==> src/rtl/core/lrr_pkg.sv <==
// Shared constants, types and helpers for the ranged Lehmer-style random core.
// No dependencies; imported by every module under rtl/core.
`default_nettype none

package lrr_pkg;

  localparam logic [31:0] LCG_INCREMENT = 32'he120fc15;
  localparam logic [31:0] MIX_MULT_A    = 32'h4a39b70d;
  localparam logic [31:0] MIX_MULT_B    = 32'h12fad5c9;
  localparam logic [31:0] COUNTER_RESET = 32'd7564638;

  // request queue between front and back
  localparam int QUEUE_DEPTH = 2;
  localparam int QUEUE_AW    = (QUEUE_DEPTH > 1) ? $clog2(QUEUE_DEPTH) : 1;

  // one remainder bit per step
  localparam int DIV_STEPS = 32;
  localparam int DIV_CW    = $clog2(DIV_STEPS);

  typedef struct packed {
    logic [31:0] ctr;
    logic [31:0] lo;
    logic [31:0] span;
    logic        zero;
  } lrr_item_t;

  typedef struct packed {
    logic [QUEUE_AW:0] count;
    logic              empty;
    logic              full;
  } lrr_qstat_t;

  typedef struct packed {
    logic idle;
    logic dividing;
  } lrr_bstat_t;

  // fold high word of a 64-bit product into the low word
  function automatic logic [31:0] fold64(input logic [63:0] p);
    return p[63:32] ^ p[31:0];
  endfunction

endpackage

`default_nettype wire

==> src/rtl/core/lehmer32_ranged_random_core.sv <==
// Ranged 32-bit random core: front end, two-entry request queue, back end.
// A nonzero span runs the back end through pop, two multiply-fold rounds, the bit-serial
// modulo loop (32 steps) and output load; a zero span skips the loop. The back end takes
// a new request from the queue only when idle, so it handles one transaction at a time.
// Reset (rst_n, synchronous): counter to 7564638, queue empty, back end idle, no result.
// Depends on lrr_pkg, lrr_front, lrr_queue, lrr_back.
`default_nettype none

module lehmer32_ranged_random_core import lrr_pkg::*; (
  input  wire logic               clk,
  input  wire logic               rst_n,
  input  wire logic               in_valid,
  output logic                    in_ready,
  input  wire logic signed [31:0] in_range_low,
  input  wire logic signed [31:0] in_range_high,
  output logic                    out_valid,
  input  wire logic               out_ready,
  output logic        [31:0]      out_raw_word,
  output logic signed [31:0]      out_ranged_value,
  output logic                    out_span_zero
);

  logic       push_valid, push_ready, pop_valid, pop_ready;
  lrr_item_t  push_item, pop_item;
  lrr_qstat_t q_stat;
  lrr_bstat_t b_stat;

  lrr_front u_front (
    .clk           (clk),
    .rst_n         (rst_n),
    .in_valid      (in_valid),
    .in_ready      (in_ready),
    .in_range_low  (in_range_low),
    .in_range_high (in_range_high),
    .push_valid    (push_valid),
    .push_ready    (push_ready),
    .push_item     (push_item)
  );

  lrr_queue u_queue (
    .clk        (clk),
    .rst_n      (rst_n),
    .push_valid (push_valid),
    .push_ready (push_ready),
    .push_item  (push_item),
    .pop_valid  (pop_valid),
    .pop_ready  (pop_ready),
    .pop_item   (pop_item),
    .stat       (q_stat)
  );

  lrr_back u_back (
    .clk              (clk),
    .rst_n            (rst_n),
    .pop_valid        (pop_valid),
    .pop_ready        (pop_ready),
    .pop_item         (pop_item),
    .out_valid        (out_valid),
    .out_ready        (out_ready),
    .out_raw_word     (out_raw_word),
    .out_ranged_value (out_ranged_value),
    .out_span_zero    (out_span_zero),
    .stat             (b_stat)
  );

  a_queue_bound: assert property (@(posedge clk) disable iff (!rst_n)
    q_stat.count <= (QUEUE_AW+1)'(QUEUE_DEPTH))
    else $error("request queue over depth");

  a_no_push_when_full: assert property (@(posedge clk) disable iff (!rst_n)
    (in_valid && in_ready) |-> !q_stat.full)
    else $error("transaction accepted into full queue");

  a_pop_only_idle: assert property (@(posedge clk) disable iff (!rst_n)
    (pop_valid && pop_ready) |=> !b_stat.idle && !b_stat.dividing)
    else $error("back end popped while busy");

endmodule

`default_nettype wire

==> src/rtl/core/lrr_front.sv <==
// Front end: accepts requests, advances the generator counter, classifies the span.
// Depends on lrr_pkg; feeds lrr_queue.
`default_nettype none

module lrr_front import lrr_pkg::*; (
  input  wire logic               clk,
  input  wire logic               rst_n,
  input  wire logic               in_valid,
  output logic                    in_ready,
  input  wire logic signed [31:0] in_range_low,
  input  wire logic signed [31:0] in_range_high,
  output logic                    push_valid,
  input  wire logic               push_ready,
  output lrr_item_t               push_item
);

  logic [31:0] ctr_r, ctr_nxt;
  logic [31:0] ctr_adv;
  logic [31:0] span;

  assign ctr_adv    = ctr_r + LCG_INCREMENT;
  assign span       = 32'(in_range_high) - 32'(in_range_low);
  assign in_ready   = push_ready;
  assign push_valid = in_valid;

  always_comb begin
    push_item.ctr  = ctr_adv;
    push_item.lo   = 32'(in_range_low);
    push_item.span = span;
    push_item.zero = (span == 32'd0);
  end

  assign ctr_nxt = (in_valid && push_ready) ? ctr_adv : ctr_r;

  always_ff @(posedge clk) begin
    if (!rst_n) begin
      ctr_r <= COUNTER_RESET;
    end else begin
      ctr_r <= ctr_nxt;
    end
  end

endmodule

`default_nettype wire

==> src/rtl/core/lrr_queue.sv <==
// Short FIFO of classified requests between front and back.
// Depends on lrr_pkg.
`default_nettype none

module lrr_queue import lrr_pkg::*; (
  input  wire logic       clk,
  input  wire logic       rst_n,
  input  wire logic       push_valid,
  output logic            push_ready,
  input  wire lrr_item_t  push_item,
  output logic            pop_valid,
  input  wire logic       pop_ready,
  output lrr_item_t       pop_item,
  output lrr_qstat_t      stat
);

  lrr_item_t             mem_r [QUEUE_DEPTH];
  logic [QUEUE_AW-1:0]   wr_ptr_r, rd_ptr_r;
  logic [QUEUE_AW:0]     count_r, count_nxt;
  logic                  do_push, do_pop;

  assign push_ready = (count_r != (QUEUE_AW+1)'(QUEUE_DEPTH));
  assign pop_valid  = (count_r != '0);
  assign do_push    = push_valid && push_ready;
  assign do_pop     = pop_valid && pop_ready;
  assign pop_item   = mem_r[rd_ptr_r];

  assign stat.count = count_r;
  assign stat.empty = !pop_valid;
  assign stat.full  = !push_ready;

  always_comb begin
    count_nxt = count_r;
    if (do_push && !do_pop) begin
      count_nxt = count_r + 1'b1;
    end else if (do_pop && !do_push) begin
      count_nxt = count_r - 1'b1;
    end
  end

  always_ff @(posedge clk) begin
    if (do_push) begin
      mem_r[wr_ptr_r] <= push_item;
    end
  end

  always_ff @(posedge clk) begin
    if (!rst_n) begin
      wr_ptr_r <= '0;
      rd_ptr_r <= '0;
      count_r  <= '0;
    end else begin
      count_r <= count_nxt;
      if (do_push) begin
        wr_ptr_r <= (wr_ptr_r == QUEUE_AW'(QUEUE_DEPTH-1)) ? '0 : wr_ptr_r + 1'b1;
      end
      if (do_pop) begin
        rd_ptr_r <= (rd_ptr_r == QUEUE_AW'(QUEUE_DEPTH-1)) ? '0 : rd_ptr_r + 1'b1;
      end
    end
  end

endmodule

`default_nettype wire

==> src/rtl/core/lrr_back.sv <==
// Back end: two registered multiply-fold rounds, restoring modulo by the span,
// output register. Depends on lrr_pkg; drains lrr_queue.
`default_nettype none

module lrr_back import lrr_pkg::*; (
  input  wire logic               clk,
  input  wire logic               rst_n,
  input  wire logic               pop_valid,
  output logic                    pop_ready,
  input  wire lrr_item_t          pop_item,
  output logic                    out_valid,
  input  wire logic               out_ready,
  output logic        [31:0]      out_raw_word,
  output logic signed [31:0]      out_ranged_value,
  output logic                    out_span_zero,
  output lrr_bstat_t              stat
);

  typedef enum logic [4:0] {
    B_IDLE = 5'b00001,
    B_MIX1 = 5'b00010,
    B_MIX2 = 5'b00100,
    B_DIV  = 5'b01000,
    B_DONE = 5'b10000
  } lrr_bstate_t;

  lrr_bstate_t       state_r, state_nxt;
  logic [31:0]       mix_r, lo_r, span_r, raw_r, dvd_r, rem_r;
  logic              zero_r;
  logic [DIV_CW-1:0] cnt_r;
  logic              out_valid_r;
  logic [31:0]       out_raw_r, out_ranged_r;
  logic              out_zero_r;

  logic [63:0]       prod;
  logic [32:0]       trial;
  logic              fits;
  logic              out_load;

  assign pop_ready = (state_r == B_IDLE);
  assign out_load  = (state_r == B_DONE) && (!out_valid_r || out_ready);

  // one multiplier, shared by both mix rounds
  assign prod  = {32'd0, mix_r} * {32'd0, (state_r == B_MIX1) ? MIX_MULT_A : MIX_MULT_B};
  assign trial = {rem_r, dvd_r[31]};
  assign fits  = (trial >= {1'b0, span_r});

  always_comb begin
    state_nxt = state_r;
    case (state_r)
      B_IDLE: if (pop_valid) state_nxt = B_MIX1;
      B_MIX1: state_nxt = B_MIX2;
      B_MIX2: state_nxt = zero_r ? B_DONE : B_DIV;
      B_DIV:  if (cnt_r == DIV_CW'(DIV_STEPS-1)) state_nxt = B_DONE;
      B_DONE: if (out_load) state_nxt = B_IDLE;
      default: state_nxt = B_IDLE;
    endcase
  end

  always_ff @(posedge clk) begin
    case (state_r)
      B_IDLE: begin
        mix_r  <= pop_item.ctr;
        lo_r   <= pop_item.lo;
        span_r <= pop_item.span;
        zero_r <= pop_item.zero;
      end
      B_MIX1: mix_r <= fold64(prod);
      B_MIX2: begin
        raw_r <= fold64(prod);
        dvd_r <= fold64(prod);
        rem_r <= '0;
        cnt_r <= '0;
      end
      B_DIV: begin
        rem_r <= fits ? 32'(trial - {1'b0, span_r}) : trial[31:0];
        dvd_r <= {dvd_r[30:0], 1'b0};
        cnt_r <= cnt_r + 1'b1;
      end
      default: ;
    endcase
    if (out_load) begin
      out_raw_r    <= raw_r;
      out_ranged_r <= zero_r ? lo_r : rem_r + lo_r;
      out_zero_r   <= zero_r;
    end
  end

  always_ff @(posedge clk) begin
    if (!rst_n) begin
      state_r     <= B_IDLE;
      out_valid_r <= 1'b0;
    end else begin
      state_r <= state_nxt;
      if (out_load) begin
        out_valid_r <= 1'b1;
      end else if (out_ready) begin
        out_valid_r <= 1'b0;
      end
    end
  end

  assign out_valid        = out_valid_r;
  assign out_raw_word     = out_raw_r;
  assign out_ranged_value = out_ranged_r;
  assign out_span_zero    = out_zero_r;
  assign stat.idle        = (state_r == B_IDLE);
  assign stat.dividing    = (state_r == B_DIV);

endmodule

`default_nettype wire
==> config.mk <==
export PLATFORM = sky130hd
export DESIGN_NAME = lehmer32_ranged_random_core
export DESIGN_NICKNAME = d
export VERILOG_FILES = /design/src/rtl/core/lrr_pkg.sv /design/src/rtl/core/lehmer32_ranged_random_core.sv /design/src/rtl/core/lrr_front.sv /design/src/rtl/core/lrr_queue.sv /design/src/rtl/core/lrr_back.sv
export SDC_FILE = /design/constraint.sdc
export NUM_CORES = 2
export LEC_CHECK = 0
export BUFFER_PORTS_ARGS = -buffer_cell sky130_fd_sc_hd__buf_2
export CAP_MARGIN = 20
export CORE_ASPECT_RATIO = 0.8
export CORE_MARGIN = 1
export CORE_UTILIZATION = 62
export CTS_CLUSTER_DIAMETER = 100
export DETAILED_ROUTE_END_ITERATION = 6
export PLACE_DENSITY = 0.78
export SLEW_MARGIN = 20
export SYNTH_ARGS = -nofsm -noshare
export SYNTH_HDL_FRONTEND = slang
export SYNTH_SLANG_ARGS = --single-unit
==> constraint.sdc <==
create_clock -name clk -period 17.2 [get_ports clk]
set_input_delay 0.86 -clock clk [delete_from_list [all_inputs] [get_ports clk]]
set_output_delay 0.86 -clock clk [all_outputs]
set_load 0.03 [all_outputs]
Word level (Yosys, flattened, before mapping). Memories as Yosys holds them, arrays and structs flattened. A register that Yosys moved wholly into a read port is not among the register bits. Index checks and enable logic that the tools add are counted.

Register bits after elaboration: 305. Bits in writable memories: 194. Input bits: 68. Output and inout bits: 67. Logic and storage cells: 78. Memories kept: 1.

Memories: u_queue.mem_r (depth 2, bits a word 97, rd ports 1, clocked after memory_dff 1, wr ports 1, line lrr_queue.sv:17) `lrr_item_t mem_r [QUEUE_DEPTH];`.

Add/subtract/negate cells: 9. Multipliers: 1. Order comparisons: 1. Eq/ne operators: 10. Mux-type cells: 22. Bitwise logic cells: 1. Reduce and logical (&&, ||, !) cells: 16.

Operators with widths (number): $pmux 32 s2 (3); $mul 32x32->64 (1); $mux 32 (2); $sub 32x32->32 (2); $ge 33x32->1 (1); $add 32x32->32 (1); $add 32x32->32 const B (1); $logic_not 32->1 (1); $xor 32x32->32 (1); $mux 31 (1); $pmux 5 s5 (1); $mux 5 (4); $eq 5x5->1 const B (2); $pmux 5 s2 (1); $reduce_bool 2->1 (5); $mux 1 (8); $ne 2x1->1 const B (3); $add 5x1->5 const B (1); $eq 5x1->1 const B (1); $eq 5x2->1 const B (1); $eq 5x3->1 const B (1); $eq 5x4->1 const B (1); $logic_and 1x1->1 (5); $mux 2 (2); other kinds (7) (10).

Logic depth before layout (Yosys ltp).
Depth after elaboration: 6. Gate-level depth with buffers: 34. Depth with buffers taken out: 30.

Cells and area by module. A second synthesis with hierarchy kept.

Cells, all modules: 4435. Area total of the unflattened synthesis: 48356.4 um^2.

Modules (own cells, without submodules): lrr_back (instances 1, cells each 3566, area an instance 36955.4 um^2, seq. area each 8017.7 um^2); lrr_queue (instances 1, cells each 328, area an instance 7359.6 um^2, seq. area each 5925.7 um^2); lrr_front (instances 1, cells each 541, area an instance 4041.4 um^2, seq. area each 640.6 um^2).

Least setup slack after synthesis. No wires, ideal clock.

Path kind: register to register. From: reg u_back.state_r[2]. To: reg u_back.dvd_r[31] (data pin). Setup time: 0.260 ns. Data arrival time: 8.459 ns. Setup slack: 8.482 ns. Stages on the path, launching flop included: 32. Path buffers: 3. Period minus slack after synthesis: 8.718 ns. Path through: dfxtp_1 > or3_1 > nor3b_1 > clkbuf_1 > clkbuf_1 > nand2_1 > inv_1 > fa_1 > fa_1 > inv_1 > fa_1 > fa_1 > inv_1 > fa_1 > fa_1 > fa_1 > inv_1 > fa_1 > inv_1 > ha_1 > clkbuf_1 > nand2_1 > o21a_1 > o21a_1 > a31oi_1 > o31ai_2 > o41a_1 > or2_1 > o31ai_4 > a221oi_2 > xor2_1 > mux2_2.

Word-level cells in the longest chain between the ends: 5. Elaborated cells on any way between the ends: 7. Classes of those cells: 1 x mul; 3 x eq/ne; 2 x mux; 1 x bitwise.

RTL lines: start, declared (line lrr_back.sv:27) `lrr_bstate_t state_r, state_nxt;`; start signal, assigned (line lrr_back.sv:94) `state_r <= state_nxt;`; $eq 5x2->1 (line lrr_back.sv:44) `assign prod = {32'd0, mix_r} * {32'd0, (state_r == B_MIX1) ? MIX_MULT_A : MIX_MULT_B};`; $mux 31 (line lrr_back.sv:44); $mul 32x32->64 (line lrr_back.sv:44); $xor 32x32->32 (line lrr_pkg.sv:40) `return p[63:32] ^ p[31:0];`; $pmux 32 s2 * (line lrr_back.sv:61) `case (state_r)`; end signal, assigned (line lrr_back.sv:71) `dvd_r <= fold64(prod);`; end signal, assigned (line lrr_back.sv:77) `dvd_r <= {dvd_r[30:0], 1'b0};`; end, declared (line lrr_back.sv:28) `logic [31:0] mix_r, lo_r, span_r, raw_r, dvd_r, rem_r;`.

Mark *: on every way between the ends. The rest lies on a longest branch, timed or not. A chain may end at the register's enable or synchronous reset.

Worst setup path in the final report.
From: reg u_back.state_r[2]. To: reg u_back.dvd_r[26] (data pin).

Same word-level chain as after synthesis.

==> out/metrics.cfg <==
[outcome]
outcome = finished, final reports clean

[floorplanning]
die_w_um = 310.3
die_area_sq_mm = 0.07715
io_pins = 135
core-area_sq_mm = 0.07533
rows = 90
die_h_um = 248.6
initial_core_util = 0.6258

[grt]
overflow = 0
antenna_found_initial = 1
grt_pass1_vias = 32443
grt_max_degree = 70
grt_pass1_wl_mm = 195.9
grt_usage = 0.3440

[setup_path]
startpoint_type = flop
worst_setup_path_end_kind = flop
cpLargestDelayFamily = adder cells
crit_top_cell = fa_1
slowest_delay_ns = 0.61
crit_buf_inv = 5
worstSetupPathType = flop to flop
cp.arrival_ns = 10.36
crit_required_ns = 17.49
worstPathMaxFanout = 60
critPathSlowestCell = buf_4
ff2ff_setup_slack_ns = 7.12

[place]
place_inst = 5426
place_congestion = 1.032
dp_hpwl_mm = 104.9
place_ws_ns = 7.340
numPortBuffers = 134

[synthesis]
yosysWarnings = 0
ys_ff_latch = 500
seq_area_frac_synth = 0.3094
syn_area_per_cell_sq_um = 10.99
netlist_instances = 4290
synth_top_area_frac = 0.2911
synthFlopType = edfxtp_1
synthArstFlopShare = 0
synth_area_sq_mm = 0.04714
yosysTopAreaCell = edfxtp_1
synth_area_leaders = edfxtp_1 29%, fa_1 25%, ha_1 13%
synth_cell_types = 82
synth-edff-count = 457

[cts]
clockBufferDepth = 3
htree_levels = 2
cts-buffers-inserted = 44
clock_latency_ns = 0.59
clock-sinks = 500
tritoncts = built
root_buffer = clkbuf_16
cts_setup_buffers = 0
cts_resized = 0
cts-hold-fix-buffers = 0
clk_pin_slew_ns = 0.07

[detailed_routing]
drc = 0
vias_per_cell = 5.809
vias = 32004
drt_wl_total_mm = 128.3
firstDrtPassIters = 6
ant_nets = 0
drt_iter0_drc = 3235
wl_per_cell_um = 23.29

[timing]
setup_tns_ns = 0
period_share = 0.5858
worst_pin_slew_ns = 1.073
relSlewSlack = 0.2847
fmax_ghz = 0.09925
final-hold-violation-count = 0
setup_viol = 0
finalCriticalPeriod_ns = 10.08
clock_skew_ns = 0.03860
rsz0062_at_grt = false
maxSlewViolCount = 0
worst_slack_ns = 7.125

[layout]
drive_above_1_share = 0.07561
final_cells = 5509
nFillCells = 5754
final_cell_mix = 842 x inv_1, 596 x fa_1, 477 x ha_1
final_common_cell = inv_1
fin_nets = 5602
antenna_cells = 0
area_delta_synth_final_pct = 7.583

[hold_path]
hold_path.class = flop to flop

[job]
cap_violations = 0

-- final timing paths --
kind                                  start                                end  cells past startpoint
min              u_back.raw_r[12]$_DFFE_PN_  u_back.out_raw_word[12]$_DFFE_PP_                      0
max reg2reg  u_back.state_r[2]$_SDFFE_PN0P_         u_back.dvd_r[26]$_DFFE_PP_                     27
min reg2reg      u_back.raw_r[12]$_DFFE_PN_  u_back.out_raw_word[12]$_DFFE_PP_                      0
max          u_back.state_r[2]$_SDFFE_PN0P_         u_back.dvd_r[26]$_DFFE_PP_                     27
-- cells in the mapped netlist, drive strengths merged (4+ instances only) --
library cell and n:
o41ai 4, o2111ai 5, nand3b 4, mux2 71, and3 28, a311oi 5, o31ai 11, nand2 288
nor3 33, clkbuf 83, or2 9, a211o 5, a221oi 4, xor2 79, a211oi 14, dfxtp 43
mux2i 53, nor2b 29, a21boi 14, a21oi 180, o21a 28, ha 477, edfxtp 457, a311o 4
o21ai 134, and2 29, fa 596, nand2b 23, xnor2 181, o211ai 11, a31oi 25, o21bai 26
nor4 8, inv 843, nand4 32, o31a 4, a21o 98, nor4b 4, nor2 220, or3 23
nand3 45, buf 16
-- area by class of cell --
type                            instances  area, sq um  area share
Multi-Input combinational cell       2905        29310      0.5778
Timing Repair Buffer                  164        908.4     0.01791
Clock buffer                           61         1280     0.02524
Tap cell                             1012         1266     0.02497
Sequential cell                       500        14590      0.2876
Clock inverter                         21        192.7    0.003799
Inverter                              846         3176     0.06261
-- cells by family (layout without fill, tap and decap cells) --
logic type / after synthesis / after routing / share of synthesized area
fa+ha+maj: 1073 / 1073 / 0.3797
buf+inv: 945 / 1092 / 0.07535
simple gates: 791 / 791 / 0.07758
compound gates: 595 / 595 / 0.08132
flops: 500 / 500 / 0.3094
xor+xnor: 260 / 260 / 0.04831
mux: 124 / 124 / 0.02821
other cells: 2 / 62 / 0.0001593
-- flip-flops by register name, indices dropped and copies added (netlist names), named ones only --
name,count
u_back.span_r,32
u_back.lo_r,32
u_back.raw_r,32
u_back.cnt_r,5
u_back.state_r,5
u_back.dvd_r,32
u_back.out_ranged_value,32
u_queue.count_r,2
u_queue.wr_ptr_r,1
u_queue.mem_r,194
u_back.out_span_zero,1
u_back.mix_r,32
u_back.out_raw_word,32
u_back.rem_r,32
u_back.out_valid,1
u_front.ctr_r,32
u_queue.rd_ptr_r,1
u_back.zero_r,1
-- stage by stage --
step	instance area (sq um)	hold slack (ns)	utilization
2_1_floorplan	47370	0.4003	-
3_3_place_gp	49210	0.4028	0.6532
3_5_place_dp	49210	0.4045	0.6532
4_1_cts	50680	0.3929	0.6728
5_1_grt	50720	0.3947	0.6732
6_report	50720	0.3912	0.6732
-- worst reg2reg max path, cell delays in order, from the launching register on --
cell and delay, ns:
dfxtp_1 0.37, or3_1 0.40, nor3b_2 0.18, buf_4 0.46
buf_4 0.65, nand2_1 0.36, inv_1 0.25, fa_1 0.47
fa_1 0.54, inv_1 0.05, fa_1 0.59, fa_1 0.46
fa_1 0.55, inv_1 0.05, fa_1 0.45, fa_1 0.51
fa_1 0.42, ha_1 0.39, and3_1 0.27, nand4_1 0.12
a211o_1 0.31, a31oi_1 0.44, a21oi_1 0.29, o21ai_0 0.46
a21oi_1 0.18, o21ai_0 0.24, xnor2_1 0.21, a21oi_1 0.11
-- metal layers --
| layer | up-vias | track usage | wire length, um |
|---|---|---|---|
| li1 | 14407 | - | - |
| met1 | 15941 | 0.5294 | 56700 |
| met2 | 1476 | 0.4736 | 52850 |
| met3 | 178 | 0.1143 | 15770 |
| met4 | 2 | 0.06967 | 2997 |
| met5 | - | 0 | 7 |
Power is not shown: default switching activity piles up to over one toggle a cycle in this logic, so the estimate is an artifact.
